### config.mk
export PLATFORM = sky130hd
export DESIGN_NAME = bpc_press
export DESIGN_NICKNAME = d
export VERILOG_FILES = /design/src/hw/rtl/bpc_pkg.sv /design/src/hw/rtl/bpc_press.sv
export SDC_FILE = /design/constraint.sdc
export NUM_CORES = 2
export LEC_CHECK = 0
export ABC_AREA = 1
export BUFFER_PORTS_ARGS = -buffer_cell sky130_fd_sc_hd__buf_2
export CAP_MARGIN = 5
export CORE_MARGIN = 4
export CORE_UTILIZATION = 57
export DETAILED_ROUTE_END_ITERATION = 8
export GPL_TIMING_DRIVEN = 0
export PLACE_DENSITY = 0.79
export SLEW_MARGIN = 10
export SYNTH_ARGS = -nofsm -noshare
export SYNTH_HDL_FRONTEND = slang
export SYNTH_SLANG_ARGS = --single-unit
### constraint.sdc
create_clock -name clk -period 6.6 [get_ports clk]
set_input_delay 0.33 -clock clk [delete_from_list [all_inputs] [get_ports clk]]
set_output_delay 0.33 -clock clk [all_outputs]
set_load 0.005 [all_outputs]
### src/hw/rtl/bpc_pkg.sv
// Package for the barometric pressure compensation block.
// Holds field widths, register indexes, fixed constants and the stage payload types.
// No dependencies; every other file of the block uses it.
`default_nettype none

package bpc_pkg;

    // Field and coefficient widths
    localparam int RAW_W   = 24;
    localparam int COEF_W  = 16;
    localparam int PRESS_W = 32;
    localparam int TEMP_W  = 19;

    // Intermediate widths
    localparam int DT_W    = 25;
    localparam int OFF_W   = 36;
    localparam int SENS_W  = 35;
    localparam int T2_W    = 17;
    localparam int CORR_W  = 38;

    // Register file
    localparam int CFG_IDX_W = 3;
    localparam logic [CFG_IDX_W-1:0] CFG_SENS     = 3'd0;
    localparam logic [CFG_IDX_W-1:0] CFG_OFF      = 3'd1;
    localparam logic [CFG_IDX_W-1:0] CFG_TCS      = 3'd2;
    localparam logic [CFG_IDX_W-1:0] CFG_TCO      = 3'd3;
    localparam logic [CFG_IDX_W-1:0] CFG_TREF     = 3'd4;
    localparam logic [CFG_IDX_W-1:0] CFG_TEMPSENS = 3'd5;

    // Temperature thresholds in hundredths of a degree
    localparam logic signed [TEMP_W-1:0] TEMP_REF  = 19'sd2000;
    localparam logic signed [TEMP_W-1:0] TEMP_VLOW = -19'sd1500;

    // Register stages from input to output
    localparam int PIPE_DEPTH = 9;

    typedef struct packed {
        logic [COEF_W-1:0] sens;
        logic [COEF_W-1:0] off;
        logic [COEF_W-1:0] tcs;
        logic [COEF_W-1:0] tco;
        logic [COEF_W-1:0] tref;
        logic [COEF_W-1:0] tempsens;
    } coef_t;

    // First-order results
    typedef struct packed {
        logic [RAW_W-1:0]         d1;
        logic signed [TEMP_W-1:0] temp;
        logic signed [OFF_W-1:0]  off;
        logic signed [SENS_W-1:0] sens;
        logic [T2_W-1:0]          t2;
    } first_t;

    // Second-order corrected temperature and correction terms
    typedef struct packed {
        logic [RAW_W-1:0]         d1;
        logic signed [TEMP_W-1:0] temp;
        logic signed [OFF_W-1:0]  off;
        logic signed [SENS_W-1:0] sens;
        logic [CORR_W-1:0]        off2;
        logic [CORR_W-1:0]        sens2;
    } corr_t;

endpackage

`default_nettype wire

### src/hw/rtl/bpc_press.sv
// Pressure stages: corrected OFF and SENS, raw pressure product, final scaling.
// Three register stages; the last one is the output register of the block.
// Depends on bpc_pkg.
`default_nettype none

module bpc_press (
    input  wire logic                     clk,
    input  wire logic                     rst_n,
    input  wire logic                     in_valid,
    output logic                          in_ready,
    input  wire bpc_pkg::corr_t           in_data,
    output logic                          out_valid,
    input  wire logic                     out_ready,
    output logic signed [bpc_pkg::PRESS_W-1:0] pressure_out,
    output logic signed [bpc_pkg::TEMP_W-1:0]  temp_out
);

    localparam int CW  = 40;
    localparam int SQ_W = 19;
    localparam int PW  = 44;
    localparam int DFW = 46;

    logic en7, en8, en9;

    // Stage 7: OFF - OFF2 and (SENS - SENS2) / 2^21
    logic                                s7_v_reg;
    logic [bpc_pkg::RAW_W-1:0]           s7_d1_reg;
    logic signed [bpc_pkg::TEMP_W-1:0]   s7_temp_reg;
    logic signed [CW-1:0]                s7_offc_reg, s7_offc_next;
    logic signed [SQ_W-1:0]              s7_sensq_reg, s7_sensq_next;
    logic signed [CW-1:0]                sensc, sensq_full;

    // Stage 8: D1 times scaled sensitivity
    logic                                s8_v_reg;
    logic signed [bpc_pkg::TEMP_W-1:0]   s8_temp_reg;
    logic signed [CW-1:0]                s8_offc_reg;
    logic signed [PW-1:0]                s8_prod_reg, s8_prod_next;

    // Stage 9: output register
    logic                                s9_v_reg;
    logic signed [bpc_pkg::TEMP_W-1:0]   s9_temp_reg;
    logic signed [bpc_pkg::PRESS_W-1:0]  s9_press_reg, s9_press_next;
    logic signed [DFW-1:0]               diff, press_full;

    assign en9      = !s9_v_reg || out_ready;
    assign en8      = !s8_v_reg || en9;
    assign en7      = !s7_v_reg || en8;
    assign in_ready = en7;

    // Apply corrections; scale sensitivity with truncation toward zero
    always_comb
    begin
        s7_offc_next  = CW'(in_data.off) - $signed({2'b0, in_data.off2});
        sensc         = CW'(in_data.sens) - $signed({2'b0, in_data.sens2});
        sensq_full    = (sensc + (sensc[CW-1] ? 40'sd2097151 : 40'sd0)) >>> 21;
        s7_sensq_next = $signed(sensq_full[SQ_W-1:0]);
    end

    assign s8_prod_next = PW'($signed({1'b0, s7_d1_reg})) * PW'(s7_sensq_reg);

    // Subtract offset, divide by 2^15 toward zero, wrap to 32 bits
    always_comb
    begin
        diff          = DFW'(s8_prod_reg) - DFW'(s8_offc_reg);
        press_full    = (diff + (diff[DFW-1] ? 46'sd32767 : 46'sd0)) >>> 15;
        s9_press_next = $signed(press_full[bpc_pkg::PRESS_W-1:0]);
    end

    // Valid bits
    always_ff @(posedge clk or negedge rst_n)
    begin
        if (!rst_n)
        begin
            s7_v_reg <= 1'b0;
            s8_v_reg <= 1'b0;
            s9_v_reg <= 1'b0;
        end
        else
        begin
            if (en7)
                s7_v_reg <= in_valid;
            if (en8)
                s8_v_reg <= s7_v_reg;
            if (en9)
                s9_v_reg <= s8_v_reg;
        end
    end

    // Payload
    always_ff @(posedge clk)
    begin
        if (en7 && in_valid)
        begin
            s7_d1_reg    <= in_data.d1;
            s7_temp_reg  <= in_data.temp;
            s7_offc_reg  <= s7_offc_next;
            s7_sensq_reg <= s7_sensq_next;
        end
        if (en8 && s7_v_reg)
        begin
            s8_temp_reg <= s7_temp_reg;
            s8_offc_reg <= s7_offc_reg;
            s8_prod_reg <= s8_prod_next;
        end
        if (en9 && s8_v_reg)
        begin
            s9_temp_reg  <= s8_temp_reg;
            s9_press_reg <= s9_press_next;
        end
    end

    assign out_valid    = s9_v_reg;
    assign pressure_out = s9_press_reg;
    assign temp_out     = s9_temp_reg;

endmodule

`default_nettype wire

==> flow_summary.yaml <==
route:
  drt_first_iter_violations: 2817
  drcViolationCount: 0
  routed_wl_mm: 106
  routed_via_density: 5.49
  first_pass_iters: 6
  ant_nets: 0
  wl_per_cell_um: 18.6
  vias: 31100
sta:
  fmax_ghz: 0.154
  slew_headroom: 0.406
  post-route-min-period_ns: 6.51
  rsz0062_at_grt: "yes"
  slew_violations: 0
  setup_viol: 0
  min_period_over_period: 0.987
  holdWs_ns: 0.0614
  worstMarginPinSlew_ns: 0.888
  finalHoldViolCount: 0
  fin_setup_tns_ns: 0
  finClkSkew_ns: 0.0279
worst_hold_path:
  holdCritPathClass: "in2reg"
clock_network:
  h-tree-depth: 1
  cts_buffers: 29
  root_buffer: "clkbuf_16"
  clkTransAtPathRegs_ns: 0.06
  tritoncts: "yes"
  cts.sinks: 258
  worstSkewPairLatency_ns: 0.61
  clk_path_buf_depth: 3
finish:
  nets: 5751
  fin_util: 0.651
  multi_input_area_um2: 22800
  syn_to_final_growth_pct: 13.0
  nFillCells: 5166
  postLayoutCellArea_um2: 39300
  seqCellArea_um2: 7730
  largest_reg_flops: 44
  drive_gt1_frac: 0.115
synth:
  syn_nets: 5380
  synth_cells: 4482
  ys_seq_area_frac: 0.222
  async_flop_share: 0.0116
  synth_area_per_cell_um2: 7.76
  synth_cell_types: 55
  yosysMostFrequentCell: "inv_1"
  synth_common_cells: "inv_1 (1077), nand2_1 (1070), fa_1 (376), nor2_1 (342), ha_1 (328)"
  yosys_warnings: 0
  ys_top_cells_by_area: "edfxtp_1 (22%), fa_1 (22%), ha_1 (12%)"
  syn_area_um2: 34800
  yosysTopAreaCell: "edfxtp_1"
  ys.flop_type: "edfxtp_1"
  ys_ff_latch: 258
  synth.top_cell.area_share: 0.220
  synth-edff-count: 255
placement:
  place_congestion: 1.01
  placed_area_um2: 37100
  post-dp-hpwl_mm: 84.2
  io_buffers: 246
critical_path:
  worst_setup_path_end_kind: "register"
  worstPathRequired_ns: 6.96
  critPathKind: "reg2reg"
  critPathLaunchType: "register"
  crit_fanout: 9
  crit_arrival_ns: 6.87
global_route:
  grt_max_degree: 78
  antenna_found_initial: 2
  grt_pass1_wl_mm: 161
  grt_overflow: 0
  track_usage: 0.319
  grt_pass1_vias: 30500
flow_run:
  cap_violations: 0
floorplan:
  fp-row-count: 90
  ios: 247
  die_y_um: 255
  dieArea_um2: 65100
  fp.dieW_um: 255
  fp.coreArea_um2: 60400
  start_util: 0.577
outcome:
  outcome: "finished, final reports clean"
==> cell usage in the layout (no fill, tap or decap), types with 18 or more instances in the layout <==
cell	instances
nand4_1	47
nand3_1	132
inv_1	1075
a21oi_1	226
buf_4	77
nor2_2	24
fa_1	372
inv_2	23
nor2_1	340
xnor2_1	42
a31oi_1	23
buf_2	260
edfxtp_1	255
clkbuf_16	30
o21ai_0	113
o21ai_1	18
ha_1	321
nor3_1	25
nand2_1	1069
nand2_2	18
xor2_1	105
dlygate4sd3_1	44
==> timing repair <==
item                                   in CTS  in global routing
endpoints found under the hold margin      46                  0
setup endpoints to repair                  28                 18
gates cloned                                0                  1
buffers inserted                           48                 24
pin swaps                                   1                  4
resized for setup                          98                 91
hold buffers                               44                  0
==> kinds of logic (layout without fill, tap and decap cells) <==
family	Yosys count	count (layout)	synth area share
adders and majority gates	704	704	0.334
other	0	4	0
buffers and inverters	1194	1586	0.129
xor gates and xnor gates	149	149	0.0379
AOI/OAI and AO/OA	465	465	0.0729
and+or+nand+nor	1712	1712	0.204
DFF	258	258	0.222
==> per-stage QoR <==
stage,cells,setup slack [ns]
floorplan,4482,0.247
global placement,5510,-1.13
detailed placement,5513,-1.14
CTS,5633,-0.112
global route,5657,-0.0734
finish,5660,0.0854
==> metal layers <==
metal	global-route usage	vias up	wire length, um
met3	0.0574	395	10300
met2	0.522	1582	48300
met1	0.413	14600	40500
met4	0.158	0	6440
li1	-	14500	-
met5	0	-	0
==> cell type report <==
| class | instances | area share |
|---|---|---|
| multi-input cells | 3030 | 0.579 |
| flip-flops and latches | 258 | 0.197 |
| diodes | 4 | 0.000255 |
| clock inverters | 16 | 0.00280 |
| well taps | 782 | 0.0249 |
| repair buffers | 366 | 0.0594 |
| clock buffers | 36 | 0.0191 |
| plain buffers | 66 | 0.0120 |
| inverters | 1102 | 0.105 |
==> worst paths after layout <==
check,startpoint,endpoint,slack (ns),cells past startpoint
max,s7_d1_reg[8],s8_prod_reg[37],0.09,26
min,out_ready,out_valid,0.06,4
max reg2reg,s7_d1_reg[8],s8_prod_reg[37],0.09,26
min reg2reg,s7_offc_reg[22],s8_offc_reg[22],0.41,0
max in group asynchronous,rst_n,s8_v_reg,6.41,2
min in group asynchronous,rst_n,out_valid,0.07,2
==> critical path, cell delays in order, from the launching register on <==
cell,delay [ns]
edfxtp_1,0.50
buf_4,0.25
nand2_1,0.09
inv_1,0.05
fa_1,0.44
fa_1,0.55
inv_1,0.05
fa_1,0.49
inv_1,0.06
fa_1,0.50
inv_1,0.05
fa_1,0.52
inv_1,0.05
fa_1,0.46
ha_1,0.30
ha_1,0.33
nand2_1,0.13
inv_1,0.07
a21oi_2,0.20
nor2_1,0.06
o21ai_1,0.22
o2111ai_2,0.18
a21oi_2,0.19
o21ai_2,0.09
a21boi_2,0.20
o21ai_2,0.08
xor2_1,0.15
Power is left out: the tool's default activity adds up to more than one toggle a clock period on the data nets, which glitch-free logic cannot reach.
