[src/hw/rtl/bpc_pkg.sv]
// Package for the barometric pressure compensation block.
// Holds field widths, register indexes, fixed constants and the stage payload types.
// No dependencies; every other file of the block uses it.
`default_nettype none

package bpc_pkg;

    // Field and coefficient widths
    localparam int RAW_W   = 24;
    localparam int COEF_W  = 16;
    localparam int PRESS_W = 32;
    localparam int TEMP_W  = 19;

    // Intermediate widths
    localparam int DT_W    = 25;
    localparam int OFF_W   = 36;
    localparam int SENS_W  = 35;
    localparam int T2_W    = 17;
    localparam int CORR_W  = 38;

    // Register file
    localparam int CFG_IDX_W = 3;
    localparam logic [CFG_IDX_W-1:0] CFG_SENS     = 3'd0;
    localparam logic [CFG_IDX_W-1:0] CFG_OFF      = 3'd1;
    localparam logic [CFG_IDX_W-1:0] CFG_TCS      = 3'd2;
    localparam logic [CFG_IDX_W-1:0] CFG_TCO      = 3'd3;
    localparam logic [CFG_IDX_W-1:0] CFG_TREF     = 3'd4;
    localparam logic [CFG_IDX_W-1:0] CFG_TEMPSENS = 3'd5;

    // Temperature thresholds in hundredths of a degree
    localparam logic signed [TEMP_W-1:0] TEMP_REF  = 19'sd2000;
    localparam logic signed [TEMP_W-1:0] TEMP_VLOW = -19'sd1500;

    // Register stages from input to output
    localparam int PIPE_DEPTH = 9;

    typedef struct packed {
        logic [COEF_W-1:0] sens;
        logic [COEF_W-1:0] off;
        logic [COEF_W-1:0] tcs;
        logic [COEF_W-1:0] tco;
        logic [COEF_W-1:0] tref;
        logic [COEF_W-1:0] tempsens;
    } coef_t;

    // First-order results
    typedef struct packed {
        logic [RAW_W-1:0]         d1;
        logic signed [TEMP_W-1:0] temp;
        logic signed [OFF_W-1:0]  off;
        logic signed [SENS_W-1:0] sens;
        logic [T2_W-1:0]          t2;
    } first_t;

    // Second-order corrected temperature and correction terms
    typedef struct packed {
        logic [RAW_W-1:0]         d1;
        logic signed [TEMP_W-1:0] temp;
        logic signed [OFF_W-1:0]  off;
        logic signed [SENS_W-1:0] sens;
        logic [CORR_W-1:0]        off2;
        logic [CORR_W-1:0]        sens2;
    } corr_t;

endpackage

`default_nettype wire

[src/hw/rtl/bpc_corr.sv]
// Second-order correction stages: low and very-low temperature terms.
// Three register stages: squares, constant multiples, correction sums.
// Depends on bpc_pkg.
`default_nettype none

module bpc_corr (
    input  wire logic            clk,
    input  wire logic            rst_n,
    input  wire logic            in_valid,
    output logic                 in_ready,
    input  wire bpc_pkg::first_t in_data,
    output logic                 out_valid,
    input  wire logic            out_ready,
    output bpc_pkg::corr_t       out_data
);

    localparam int DW  = bpc_pkg::TEMP_W + 1;
    localparam int SQW = 2 * DW;

    logic en4, en5, en6;

    // Stage 4: squares of the temperature offsets
    logic                         s4_v_reg;
    bpc_pkg::first_t              s4_base_reg;
    logic                         s4_low_reg, s4_low_next;
    logic                         s4_vlow_reg, s4_vlow_next;
    logic [34:0]                  s4_dsq_reg, s4_dsq_next;
    logic [34:0]                  s4_esq_reg, s4_esq_next;
    logic signed [DW-1:0]         d_val, e_val;
    logic signed [SQW-1:0]        dsq_full, esq_full;

    // Stage 5: constant multiples and corrected temperature
    logic                                s5_v_reg;
    logic [bpc_pkg::RAW_W-1:0]           s5_d1_reg;
    logic signed [bpc_pkg::TEMP_W-1:0]   s5_temp_reg, s5_temp_next;
    logic signed [bpc_pkg::OFF_W-1:0]    s5_off_reg;
    logic signed [bpc_pkg::SENS_W-1:0]   s5_sens_reg;
    logic                                s5_low_reg, s5_vlow_reg;
    logic [36:0]                         s5_sq5_reg, s5_sq5_next;
    logic [36:0]                         s5_esq7_reg, s5_esq7_next;
    logic [37:0]                         s5_esq11_reg, s5_esq11_next;
    logic [37:0]                         esq7_full;

    // Stage 6: correction sums
    logic                         s6_v_reg;
    bpc_pkg::corr_t               s6_data_reg, s6_data_next;

    assign en6      = !s6_v_reg || out_ready;
    assign en5      = !s5_v_reg || en6;
    assign en4      = !s4_v_reg || en5;
    assign in_ready = en4;

    // Offsets from 20.00 C and -15.00 C, and their squares
    always_comb
    begin
        s4_low_next  = in_data.temp < bpc_pkg::TEMP_REF;
        s4_vlow_next = in_data.temp < bpc_pkg::TEMP_VLOW;
        d_val        = DW'(in_data.temp) - DW'(bpc_pkg::TEMP_REF);
        e_val        = DW'(in_data.temp) - DW'(bpc_pkg::TEMP_VLOW);
        dsq_full     = SQW'(d_val) * SQW'(d_val);
        esq_full     = SQW'(e_val) * SQW'(e_val);
        s4_dsq_next  = dsq_full[34:0];
        s4_esq_next  = esq_full[34:0];
    end

    // Multiply by 5, 7 and 11 with shifts, adds and a subtract; subtract T2 when cold
    always_comb
    begin
        s5_sq5_next   = {2'b0, s4_dsq_reg} + {s4_dsq_reg, 2'b0};
        esq7_full     = {s4_esq_reg, 3'b0} - {3'b0, s4_esq_reg};
        s5_esq7_next  = esq7_full[36:0];
        s5_esq11_next = {s4_esq_reg, 3'b0} + {2'b0, s4_esq_reg, 1'b0} + {3'b0, s4_esq_reg};
        s5_temp_next  = s4_low_reg ? s4_base_reg.temp - $signed({2'b0, s4_base_reg.t2})
                                   : s4_base_reg.temp;
    end

    // OFF2 and SENS2, zero at or above 20.00 C
    always_comb
    begin
        s6_data_next.d1    = s5_d1_reg;
        s6_data_next.temp  = s5_temp_reg;
        s6_data_next.off   = s5_off_reg;
        s6_data_next.sens  = s5_sens_reg;
        s6_data_next.off2  = '0;
        s6_data_next.sens2 = '0;
        if (s5_low_reg)
        begin
            s6_data_next.off2  = {2'b0, s5_sq5_reg[36:1]}
                               + (s5_vlow_reg ? {1'b0, s5_esq7_reg} : 38'd0);
            s6_data_next.sens2 = {3'b0, s5_sq5_reg[36:2]}
                               + (s5_vlow_reg ? {1'b0, s5_esq11_reg[37:1]} : 38'd0);
        end
    end

    // Valid bits
    always_ff @(posedge clk or negedge rst_n)
    begin
        if (!rst_n)
        begin
            s4_v_reg <= 1'b0;
            s5_v_reg <= 1'b0;
            s6_v_reg <= 1'b0;
        end
        else
        begin
            if (en4)
                s4_v_reg <= in_valid;
            if (en5)
                s5_v_reg <= s4_v_reg;
            if (en6)
                s6_v_reg <= s5_v_reg;
        end
    end

    // Payload
    always_ff @(posedge clk)
    begin
        if (en4 && in_valid)
        begin
            s4_base_reg <= in_data;
            s4_low_reg  <= s4_low_next;
            s4_vlow_reg <= s4_vlow_next;
            s4_dsq_reg  <= s4_dsq_next;
            s4_esq_reg  <= s4_esq_next;
        end
        if (en5 && s4_v_reg)
        begin
            s5_d1_reg    <= s4_base_reg.d1;
            s5_temp_reg  <= s5_temp_next;
            s5_off_reg   <= s4_base_reg.off;
            s5_sens_reg  <= s4_base_reg.sens;
            s5_low_reg   <= s4_low_reg;
            s5_vlow_reg  <= s4_vlow_reg;
            s5_sq5_reg   <= s5_sq5_next;
            s5_esq7_reg  <= s5_esq7_next;
            s5_esq11_reg <= s5_esq11_next;
        end
        if (en6 && s5_v_reg)
            s6_data_reg <= s6_data_next;
    end

    assign out_valid = s6_v_reg;
    assign out_data  = s6_data_reg;

endmodule

`default_nettype wire

[config.mk]
export PLATFORM = sky130hd
export DESIGN_NAME = bpc_corr
export DESIGN_NICKNAME = d
export VERILOG_FILES = /design/src/hw/rtl/bpc_pkg.sv /design/src/hw/rtl/bpc_corr.sv
export SDC_FILE = /design/constraint.sdc
export NUM_CORES = 2
export LEC_CHECK = 0
export ABC_CLOCK_PERIOD_IN_PS = 14100
export BUFFER_PORTS_ARGS = -buffer_cell sky130_fd_sc_hd__buf_4
export CAP_MARGIN = 20
export CORE_UTILIZATION = 36
export DETAILED_ROUTE_END_ITERATION = 8
export GPL_TIMING_DRIVEN = 0
export SYNTH_ARGS = -nofsm -noshare
export SYNTH_HDL_FRONTEND = slang
export SYNTH_SLANG_ARGS = --single-unit
[constraint.sdc]
create_clock -name clk -period 14.1 [get_ports clk]
set_input_delay 0.705 -clock clk [delete_from_list [all_inputs] [get_ports clk]]
set_output_delay 0.705 -clock clk [all_outputs]
set_load 0.005 [all_outputs]
==> metrics.cfg <==
[sta]
finalCritPeriodShare_pct=79.0
maxSlewHeadroom_pct=20.4
finalSetupViolCount=0
tightest_slew_ns=1.19
slew_viol_final=0
fmax_mhz=89.8
hold_viol_final=0
finalCriticalPeriod_ns=11.14
finalSetupTns_ns=0
fin_worst_skew_ns=0.0580
rsz0062_at_grt=no

[worst_hold_path]
hold_path.class=input pin to register
hold_path_depth=1
hp-start=in_data[12]
min_to=s4_base_reg[12]

[setup_path]
crit_top_cell=fa_1
cp_max_fo=11
r2r_slack_ns=9.22
reg2reg_depth=16
cpPeakStageDelay_ns=0.70
start_kind=input pin
timing.rr.end=out_data[36]
endpoint_kind=register
crit_required_ns=14.44
crit_arrival_ns=11.48
worstSetupPathType=input pin to register
critPathSlowestCell=clkbuf_1
reg2reg_from=s5_vlow_reg

[route]
viasPerCell=4.83
antenna_left=0
via_count=34200
routedWlPerCell_um=18.3
drt-initial-drc-count=1733
drcViolationCount=0
finalWirelength_mm=130
dr.pass1.iters=5

[layout]
drive_gt1_share_pct=9.77
syn_to_final_growth_pct=13.3
nets=6356
largest_reg_flops=190

[logic_synthesis]
yosysWarnings=0
synth.top_cells.by_area=edfxtp_1 34%, fa_1 27%, ha_1 8.9%
synth_nets=5954
synth-seq-area-share_pct=34.5
synth_cell_types=92
synth_seq_cells=613
avgSynthCellArea_um2=11.3
yosys.area.top_type_share_pct=34.4
synth_most_common_cell=inv_1
synth-edff-count=610
synthFlopType=edfxtp_1
async_flop_share_pct=0.489
syn_inst=4719
synth_common_cells=972 x inv_1, 719 x fa_1, 610 x edfxtp_1
synth_top_cell_by_area=edfxtp_1
syn_area_um2=53300

[clocking]
cts.htree.levels=2
cts_buffers=59
max-clock-path-buffers=3
clock-sinks=613
ctsResizeCount=0
clk_pin_slew_ns=0.07
tritoncts=done
clock_latency_ns=0.67
root_buffer=clkbuf_16

[run_status]
outcome=completed

[global_routing]
grt_use_total_pct=17.5
grt.overflow.total=0
met3_usage_pct=2.34
use_met1_pct=22.4
gr-max-usage-layer=met2
grt_pass1_vias=36400
grt_max_degree=73
antenna_found_initial=1
grtUsageMet2_pct=30.3
grt_pass1_wl_mm=205

[floorplanning]
initial_utilization_pct=36.4
die-area_um2=150000
dieWidth_um=387
std_cell_rows=140
ios=327
core_area_um2=146000
die_h_um=387

[placement]
gp_congestion=0.924
dp_hpwl_mm=107
portBuffers=326

[run]
drv_cap=0

==> what timing repair did <==
item | in CTS | in global routing
hold buffers | 1 | 0
setup buffers | 0 | 0
hold endpoints to repair | 3 | 0
==> placed cells by master (no fill, tap or decap), drive strengths merged, types with 9 or more instances in the layout <==
master,Yosys,final
edfxtp,610,610
or2,9,9
and3,22,22
xor2,90,90
nor2b,39,39
o31ai,12,12
clkbuf,67,136
a31oi,23,23
buf,15,355
nor4,12,12
nand3,45,45
nor3b,10,10
nand2b,51,51
o211ai,14,14
a211oi,29,29
nand2,269,269
o21bai,30,30
and2,147,147
nor2,328,328
clkinv,8,34
or3,18,18
a21o,87,87
nor3,52,52
a211o,9,9
o21ai,102,102
fa,719,719
a21oi,174,174
nand4,15,15
ha,381,381
xnor2,197,197
inv,973,983
o21a,45,45
==> worst max-delay path by stage <==
stage                      startpoint             end  slack (ns)  cells after the start
final                     in_data[92]  s4_dsq_reg[34]        2.96                     31
after global routing      in_data[92]  s4_dsq_reg[34]        2.58                     31
after CTS                 in_data[92]  s4_dsq_reg[34]        3.09                     31
after detailed placement  in_data[92]  s4_dsq_reg[34]        2.51                     31
after global placement    in_data[92]  s4_dsq_reg[34]        2.29                     33
after floorplan           in_data[90]  s4_esq_reg[34]        5.34                     33
==> through the flow <==
step                      util [%]  instance area (um^2)  cells  hold slack (ns)  setup slack [ns]
final                         41.3                 60400   7090            0.213              2.96
after global routing          41.3                 60400   7088            0.191              2.58
after CTS                     41.3                 60400   7087            0.177              3.09
after detailed placement      39.9                 58400   6975            0.405              2.51
after global placement        39.8                 58100   6962            0.400              2.29
after floorplan                  -                 53300   4719            0.400              5.34
==> area by class of cell <==
type                       instances  area (um^2)
sequential                       613        18400
fill                           13900        85900
buffer                            82          319
timing repair buffer             341         2740
inverter                         981         3680
clock inverter                    42          429
tap                             1917         2400
clock buffer                      69         1510
multi-input combinational       3043        30900
antenna                            2         5.00
==> cells by family after synthesis <==
group                    Yosys count  share of synthesized area (%)
adder cells (fa/ha/maj)         1100                           36.0
buffers and inverters           1063                           7.51
AND/OR/NAND/NOR                 1042                           9.37
flip-flops                       613                           34.5
AO/OA/AOI/OAI                    598                           7.63
XOR/XNOR                         287                           4.73
multiplexers                      15                          0.298
other                              1                        0.00704
==> layer usage <==
metal	up-vias	routed length (um)
li1	16100	-
met1	17000	55400
met2	862	62500
met3	206	6740
met4	0	4890
met5	-	0
==> critical path, delay by kind of cell <==
kind	cells	cell delay, ns
compound gates	6	1.83
buf+inv	9	2.57
simple gates	5	1.00
fa+ha+maj	9	4.50
xor+xnor	2	0.82
Power is not shown: default switching activity piles up to over one toggle a cycle in this logic, so the estimate is an artifact.
