===== config.mk =====
export PLATFORM = sky130hd
export DESIGN_NAME = bpc_front
export DESIGN_NICKNAME = d
export VERILOG_FILES = /design/src/hw/rtl/bpc_pkg.sv /design/src/hw/rtl/bpc_front.sv
export SDC_FILE = /design/constraint.sdc
export NUM_CORES = 2
export LEC_CHECK = 0
export ABC_AREA = 1
export BUFFER_PORTS_ARGS = -buffer_cell sky130_fd_sc_hd__clkbuf_2
export CAP_MARGIN = 20
export CORE_MARGIN = 1.5
export CORE_UTILIZATION = 45
export CTS_BUF_LIST = sky130_fd_sc_hd__clkbuf_4 sky130_fd_sc_hd__clkbuf_8
export CTS_CLUSTER_DIAMETER = 60
export DETAILED_ROUTE_END_ITERATION = 8
export PLACE_DENSITY_LB_ADDON = 0.08
export RECOVER_POWER = 50
export SLEW_MARGIN = 20
export SYNTH_ARGS = -nofsm -noshare
export SYNTH_HDL_FRONTEND = slang
export SYNTH_SLANG_ARGS = --single-unit

===== constraint.sdc =====
create_clock -name clk -period 17.8 [get_ports clk]
set_input_delay 3.56 -clock clk [delete_from_list [all_inputs] [get_ports clk]]
set_output_delay 3.56 -clock clk [all_outputs]
set_load 0.05 [all_outputs]

===== src/hw/rtl/bpc_pkg.sv =====
// Package for the barometric pressure compensation block.
// Holds field widths, register indexes, fixed constants and the stage payload types.
// No dependencies; every other file of the block uses it.
`default_nettype none

package bpc_pkg;

    // Field and coefficient widths
    localparam int RAW_W   = 24;
    localparam int COEF_W  = 16;
    localparam int PRESS_W = 32;
    localparam int TEMP_W  = 19;

    // Intermediate widths
    localparam int DT_W    = 25;
    localparam int OFF_W   = 36;
    localparam int SENS_W  = 35;
    localparam int T2_W    = 17;
    localparam int CORR_W  = 38;

    // Register file
    localparam int CFG_IDX_W = 3;
    localparam logic [CFG_IDX_W-1:0] CFG_SENS     = 3'd0;
    localparam logic [CFG_IDX_W-1:0] CFG_OFF      = 3'd1;
    localparam logic [CFG_IDX_W-1:0] CFG_TCS      = 3'd2;
    localparam logic [CFG_IDX_W-1:0] CFG_TCO      = 3'd3;
    localparam logic [CFG_IDX_W-1:0] CFG_TREF     = 3'd4;
    localparam logic [CFG_IDX_W-1:0] CFG_TEMPSENS = 3'd5;

    // Temperature thresholds in hundredths of a degree
    localparam logic signed [TEMP_W-1:0] TEMP_REF  = 19'sd2000;
    localparam logic signed [TEMP_W-1:0] TEMP_VLOW = -19'sd1500;

    // Register stages from input to output
    localparam int PIPE_DEPTH = 9;

    typedef struct packed {
        logic [COEF_W-1:0] sens;
        logic [COEF_W-1:0] off;
        logic [COEF_W-1:0] tcs;
        logic [COEF_W-1:0] tco;
        logic [COEF_W-1:0] tref;
        logic [COEF_W-1:0] tempsens;
    } coef_t;

    // First-order results
    typedef struct packed {
        logic [RAW_W-1:0]         d1;
        logic signed [TEMP_W-1:0] temp;
        logic signed [OFF_W-1:0]  off;
        logic signed [SENS_W-1:0] sens;
        logic [T2_W-1:0]          t2;
    } first_t;

    // Second-order corrected temperature and correction terms
    typedef struct packed {
        logic [RAW_W-1:0]         d1;
        logic signed [TEMP_W-1:0] temp;
        logic signed [OFF_W-1:0]  off;
        logic signed [SENS_W-1:0] sens;
        logic [CORR_W-1:0]        off2;
        logic [CORR_W-1:0]        sens2;
    } corr_t;

endpackage

`default_nettype wire


===== src/hw/rtl/bpc_front.sv =====
// First-order stages: temperature difference, coefficient products, TEMP/OFF/SENS.
// Three register stages with per-stage valid and a ready chain.
// Depends on bpc_pkg.
`default_nettype none

module bpc_front (
    input  wire logic                      clk,
    input  wire logic                      rst_n,
    input  wire bpc_pkg::coef_t            coef,
    input  wire logic                      in_valid,
    output logic                           in_ready,
    input  wire logic [bpc_pkg::RAW_W-1:0] raw_press,
    input  wire logic [bpc_pkg::RAW_W-1:0] raw_temp,
    output logic                           out_valid,
    input  wire logic                      out_ready,
    output bpc_pkg::first_t                out_data
);

    localparam int PROD_W = 42;
    localparam int SQ_W   = 50;

    logic en1, en2, en3;

    // Stage 1: dT
    logic                                s1_v_reg;
    logic [bpc_pkg::RAW_W-1:0]           s1_d1_reg;
    logic signed [bpc_pkg::DT_W-1:0]     s1_dt_reg;
    logic signed [bpc_pkg::DT_W-1:0]     s1_dt_next;

    // Stage 2: products
    logic                                s2_v_reg;
    logic [bpc_pkg::RAW_W-1:0]           s2_d1_reg;
    logic signed [PROD_W-1:0]            s2_ptemp_reg, s2_ptemp_next;
    logic signed [PROD_W-1:0]            s2_poff_reg, s2_poff_next;
    logic signed [PROD_W-1:0]            s2_psens_reg, s2_psens_next;
    logic [47:0]                         s2_psq_reg, s2_psq_next;
    logic signed [SQ_W-1:0]              sq_full;

    // Stage 3: first-order values
    logic                                s3_v_reg;
    bpc_pkg::first_t                     s3_data_reg, s3_data_next;
    logic signed [PROD_W-1:0]            q_temp, q_off, q_sens;

    // Advance a stage when it is empty or the next one advances
    assign en3      = !s3_v_reg || out_ready;
    assign en2      = !s2_v_reg || en3;
    assign en1      = !s1_v_reg || en2;
    assign in_ready = en1;

    assign s1_dt_next = $signed({1'b0, raw_temp}) - $signed({1'b0, coef.tref, 8'b0});

    // Coefficient products and dT squared
    always_comb
    begin
        s2_ptemp_next = PROD_W'(s1_dt_reg) * PROD_W'($signed({1'b0, coef.tempsens}));
        s2_poff_next  = PROD_W'(s1_dt_reg) * PROD_W'($signed({1'b0, coef.tco}));
        s2_psens_next = PROD_W'(s1_dt_reg) * PROD_W'($signed({1'b0, coef.tcs}));
        sq_full       = SQ_W'(s1_dt_reg) * SQ_W'(s1_dt_reg);
        s2_psq_next   = sq_full[47:0];
    end

    // Scale with truncation toward zero and add the base terms
    always_comb
    begin
        q_temp = (s2_ptemp_reg + (s2_ptemp_reg[PROD_W-1] ? 42'sd8388607 : 42'sd0)) >>> 23;
        q_off  = (s2_poff_reg + (s2_poff_reg[PROD_W-1] ? 42'sd127 : 42'sd0)) >>> 7;
        q_sens = (s2_psens_reg + (s2_psens_reg[PROD_W-1] ? 42'sd255 : 42'sd0)) >>> 8;
        s3_data_next.d1   = s2_d1_reg;
        s3_data_next.temp = $signed(q_temp[bpc_pkg::TEMP_W-1:0]) + bpc_pkg::TEMP_REF;
        s3_data_next.off  = $signed({4'b0, coef.off, 16'b0})
                          + $signed(q_off[bpc_pkg::OFF_W-1:0]);
        s3_data_next.sens = $signed({4'b0, coef.sens, 15'b0})
                          + $signed(q_sens[bpc_pkg::SENS_W-1:0]);
        s3_data_next.t2   = s2_psq_reg[47:31];
    end

    // Valid bits
    always_ff @(posedge clk or negedge rst_n)
    begin
        if (!rst_n)
        begin
            s1_v_reg <= 1'b0;
            s2_v_reg <= 1'b0;
            s3_v_reg <= 1'b0;
        end
        else
        begin
            if (en1)
                s1_v_reg <= in_valid;
            if (en2)
                s2_v_reg <= s1_v_reg;
            if (en3)
                s3_v_reg <= s2_v_reg;
        end
    end

    // Payload, loaded only with a valid item
    always_ff @(posedge clk)
    begin
        if (en1 && in_valid)
        begin
            s1_d1_reg <= raw_press;
            s1_dt_reg <= s1_dt_next;
        end
        if (en2 && s1_v_reg)
        begin
            s2_d1_reg    <= s1_d1_reg;
            s2_ptemp_reg <= s2_ptemp_next;
            s2_poff_reg  <= s2_poff_next;
            s2_psens_reg <= s2_psens_next;
            s2_psq_reg   <= s2_psq_next;
        end
        if (en3 && s2_v_reg)
            s3_data_reg <= s3_data_next;
    end

    assign out_valid = s3_v_reg;
    assign out_data  = s3_data_reg;

endmodule

`default_nettype wire


==> flow_summary.ini <==
[drt]
vias_per_cell = 4.88
wirelength_mm = 217
routed.top_layer = met4
drtIter0Drc = 2757
wl_met3_mm = 8.47
vias = 60600
final_antenna_net_count = 0
route.met2.wl_mm = 110
wl_met1_mm = 94.7
drcViolationCount = 0
first_pass_iters = 6
wl_per_cell_um = 17.5

[clocking]
numCtsBuffers = 74
clock_latency_ps = 820
cts-htree-levels = 3
cts-root-buf = clkbuf_8
postCtsSetupBuffers = 0
cts_buffer_depth = 3
cts.sink_count = 350
post_cts_resized = 0
cts_tree = done
cts_hold_buf = 0
clkTransAtPathRegs_ps = 60

[worst_hold_path]
min_from = s2_d1_reg[11]
hold_path.class = register to register
hold_end = out_data[118]
hold_depth = 0

[grt]
grt_pass1_wl_mm = 358
grt_pass1_vias = 66900
antenna_found_initial = 4
grt_util_all_layers_pct = 24.2
grt.overflow.total = 0
grt_start_max_net_pins = 63

[logic_synthesis]
netlist_instances = 9802
synthArstFlopShare_pct = 0.857
ys_types = 56
synth-seq-cells = 350
yosys.area.top_type = fa_1
yosysSeqAreaShare_pct = 12.7
synthFlopType = edfxtp_1
synth-edff-count = 347
yosysWarnings = 0
syn-num-nets = 12300
synth_area_mm2 = 0.0828
synth.top_cell.area_share_pct = 42.7
synthTopCellsByArea = fa_1 43%, inv_1 14%, edfxtp_1 13%
synth.avg_cell_area_um2 = 8.45

[setup_path]
crit_arrival_ps = 9730
criticalPathCategory = input port to register
required_ps = 18320
reg2reg_slack_ps = 9590
rr_worst_depth = 24
reg2reg_to = s2_psq_reg[45]
critPathCaptureType = register
reg2reg_from = s1_dt_reg[17]
cp-start-kind = input port
cp_max_fo = 25

[job]
cap_viol_max_count = 6

[timing]
setup_violations = 0
min_period_ps = 9220
tightest_slew_ps = 3410
hold_violations = 0
fin_skew_ps = 68.2
rsz0062_at_grt = false
whs_ps = 412
fin_crit_sh_pct = 51.8
slew_violations = 241
tns_ps = 0
slew_headroom_pct = -127
timing.fmax_mhz = 108

[floorplan]
die-area_mm2 = 0.187
floorplan.initialDensity_pct = 45.3
row_count = 157
die_h_um = 432
coreArea_mm2 = 0.183
ios = 281
die_width_um = 432

[layout]
stdcell_area_mm2 = 0.0878
largest_register_ffs = 131
drive_above_1_share_pct = 5.29
syn_to_final_growth_pct = 6.08
seqCellArea_mm2 = 0.0105
finalCoreUtilization_pct = 48.0
multi_input_area_mm2 = 0.0595
num-nets-final = 12300
fill_cells = 18100

[place]
postPlaceCellArea_mm2 = 0.0865
io_buffers = 280
hpwlAfterDp_mm = 175
place_congestion = 0.899

[outcome]
status = finished, violations left
violations = capacitance limit, slew limit
[cells by family after synthesis]
group | share of synthesized area, %
buffers and inverters | 15.3
AND/OR/NAND/NOR | 14.2
adder cells (fa/ha/maj) | 50.8
AO/OA/AOI/OAI | 4.06
flip-flops | 12.7
XOR/XNOR | 2.91
[layout make-up]
type | instances | share of cell area (%)
multi-input cells | 6083 | 67.8
inverters | 3021 | 12.9
flip-flops and latches | 350 | 11.9
well taps | 2464 | 3.51
repair buffers | 340 | 2.08
clock buffers | 89 | 1.29
clock inverters | 45 | 0.494
diodes | 4 | 0.0114
[cells in the final DEF (no fill, tap or decap), drive strengths merged, types with 5 or more instances in the layout]
| cell | synthesis | routed |
|---|---|---|
| a21oi | 280 | 280 |
| nor2 | 360 | 360 |
| bufinv | 0 | 5 |
| ha | 539 | 539 |
| a31oi | 42 | 42 |
| nand2 | 2239 | 2239 |
| a21boi | 7 | 7 |
| xnor2 | 100 | 100 |
| nand4 | 48 | 48 |
| or2 | 8 | 8 |
| nor3 | 54 | 54 |
| buf | 34 | 53 |
| nand3b | 6 | 6 |
| fa | 1766 | 1766 |
| o21ai | 151 | 151 |
| nand3 | 162 | 162 |
| a21o | 30 | 30 |
| inv | 3020 | 3024 |
| edfxtp | 347 | 347 |
| a211oi | 7 | 7 |
| and3 | 6 | 6 |
| o21bai | 23 | 23 |
| clkbuf | 314 | 376 |
| o31ai | 5 | 5 |
| xor2 | 175 | 175 |
| o221ai | 6 | 6 |
| clkinvlp | 0 | 8 |
| o211ai | 10 | 10 |
| clkinv | 1 | 29 |
| nor4 | 29 | 29 |
| o21a | 15 | 15 |
[worst max-delay path by stage]
| stage | from | endpoint | slack (ps) | depth (start not counted) |
|---|---|---|---|---|
| 6_report | coef[0] | s2_ptemp_reg[38] | 8580 | 20 |
| 2_1_floorplan | out_ready | out_data[0] | 7260 | 2 |
| 3_5_place_dp | coef[50] | s2_psens_reg[38] | 8010 | 21 |
| 4_1_cts | coef[50] | s2_psens_reg[38] | 8890 | 21 |
| 3_3_place_gp | coef[34] | s2_poff_reg[40] | 8100 | 19 |
| 5_1_grt | coef[0] | s2_ptemp_reg[38] | 8120 | 20 |
[critical path, cell delays in order]
cell and delay [ps]:
clkbuf_2 70, clkbuf_1 1000, nand2_1 580, fa_1 880, inv_1 360, fa_1 590, inv_1 60, fa_1 530
inv_1 50, fa_1 430, ha_1 410, nand2_1 120, nor2_1 100, inv_1 70, nor2_1 140, nand3_1 80
o21ai_0 360, nand3_1 130, nand2_1 100, xor2_1 70
[per-stage QoR]
stage | instances | setup slack, ps
floorplan | 9802 | 7260
finish | 12400 | 8580
CTS | 12400 | 8890
global route | 12400 | 8120
detailed placement | 12300 | 8010
global placement | 12300 | 8100
[per-layer routing]
metal	up-vias	GRT usage [%]
li1	28300	-
met4	0	4.74
met5	-	0
met1	30800	32.3
met3	226	2.42
met2	1165	42.9
[cell usage after synthesis, types with 3 or more instances]
master / number
a211oi_1: 7
a21boi_0: 5
a21o_1: 30
a21oi_1: 272
a21oi_2: 7
a221oi_1: 4
a31oi_1: 42
and2_1: 4
and3_1: 6
buf_1: 28
buf_2: 5
clkbuf_1: 314
dfrtp_1: 3
edfxtp_1: 347
fa_1: 1766
ha_1: 539
inv_1: 3009
inv_2: 11
nand2_1: 2220
nand2_2: 18
nand3_1: 151
nand3_2: 10
nand3b_1: 6
nand4_1: 48
nor2_1: 339
nor2_2: 12
nor2_4: 9
nor3_1: 48
nor3_2: 5
nor4_1: 24
nor4_2: 3
o2111ai_1: 4
o211ai_1: 10
o21a_1: 15
o21ai_0: 131
o21ai_1: 10
o21ai_2: 10
o21bai_1: 22
o221ai_1: 6
o31ai_1: 5
or2_2: 6
xnor2_1: 100
xor2_1: 175
Power is left out: the tool's default activity adds up to more than one toggle a clock period on the data nets, which glitch-free logic cannot reach.
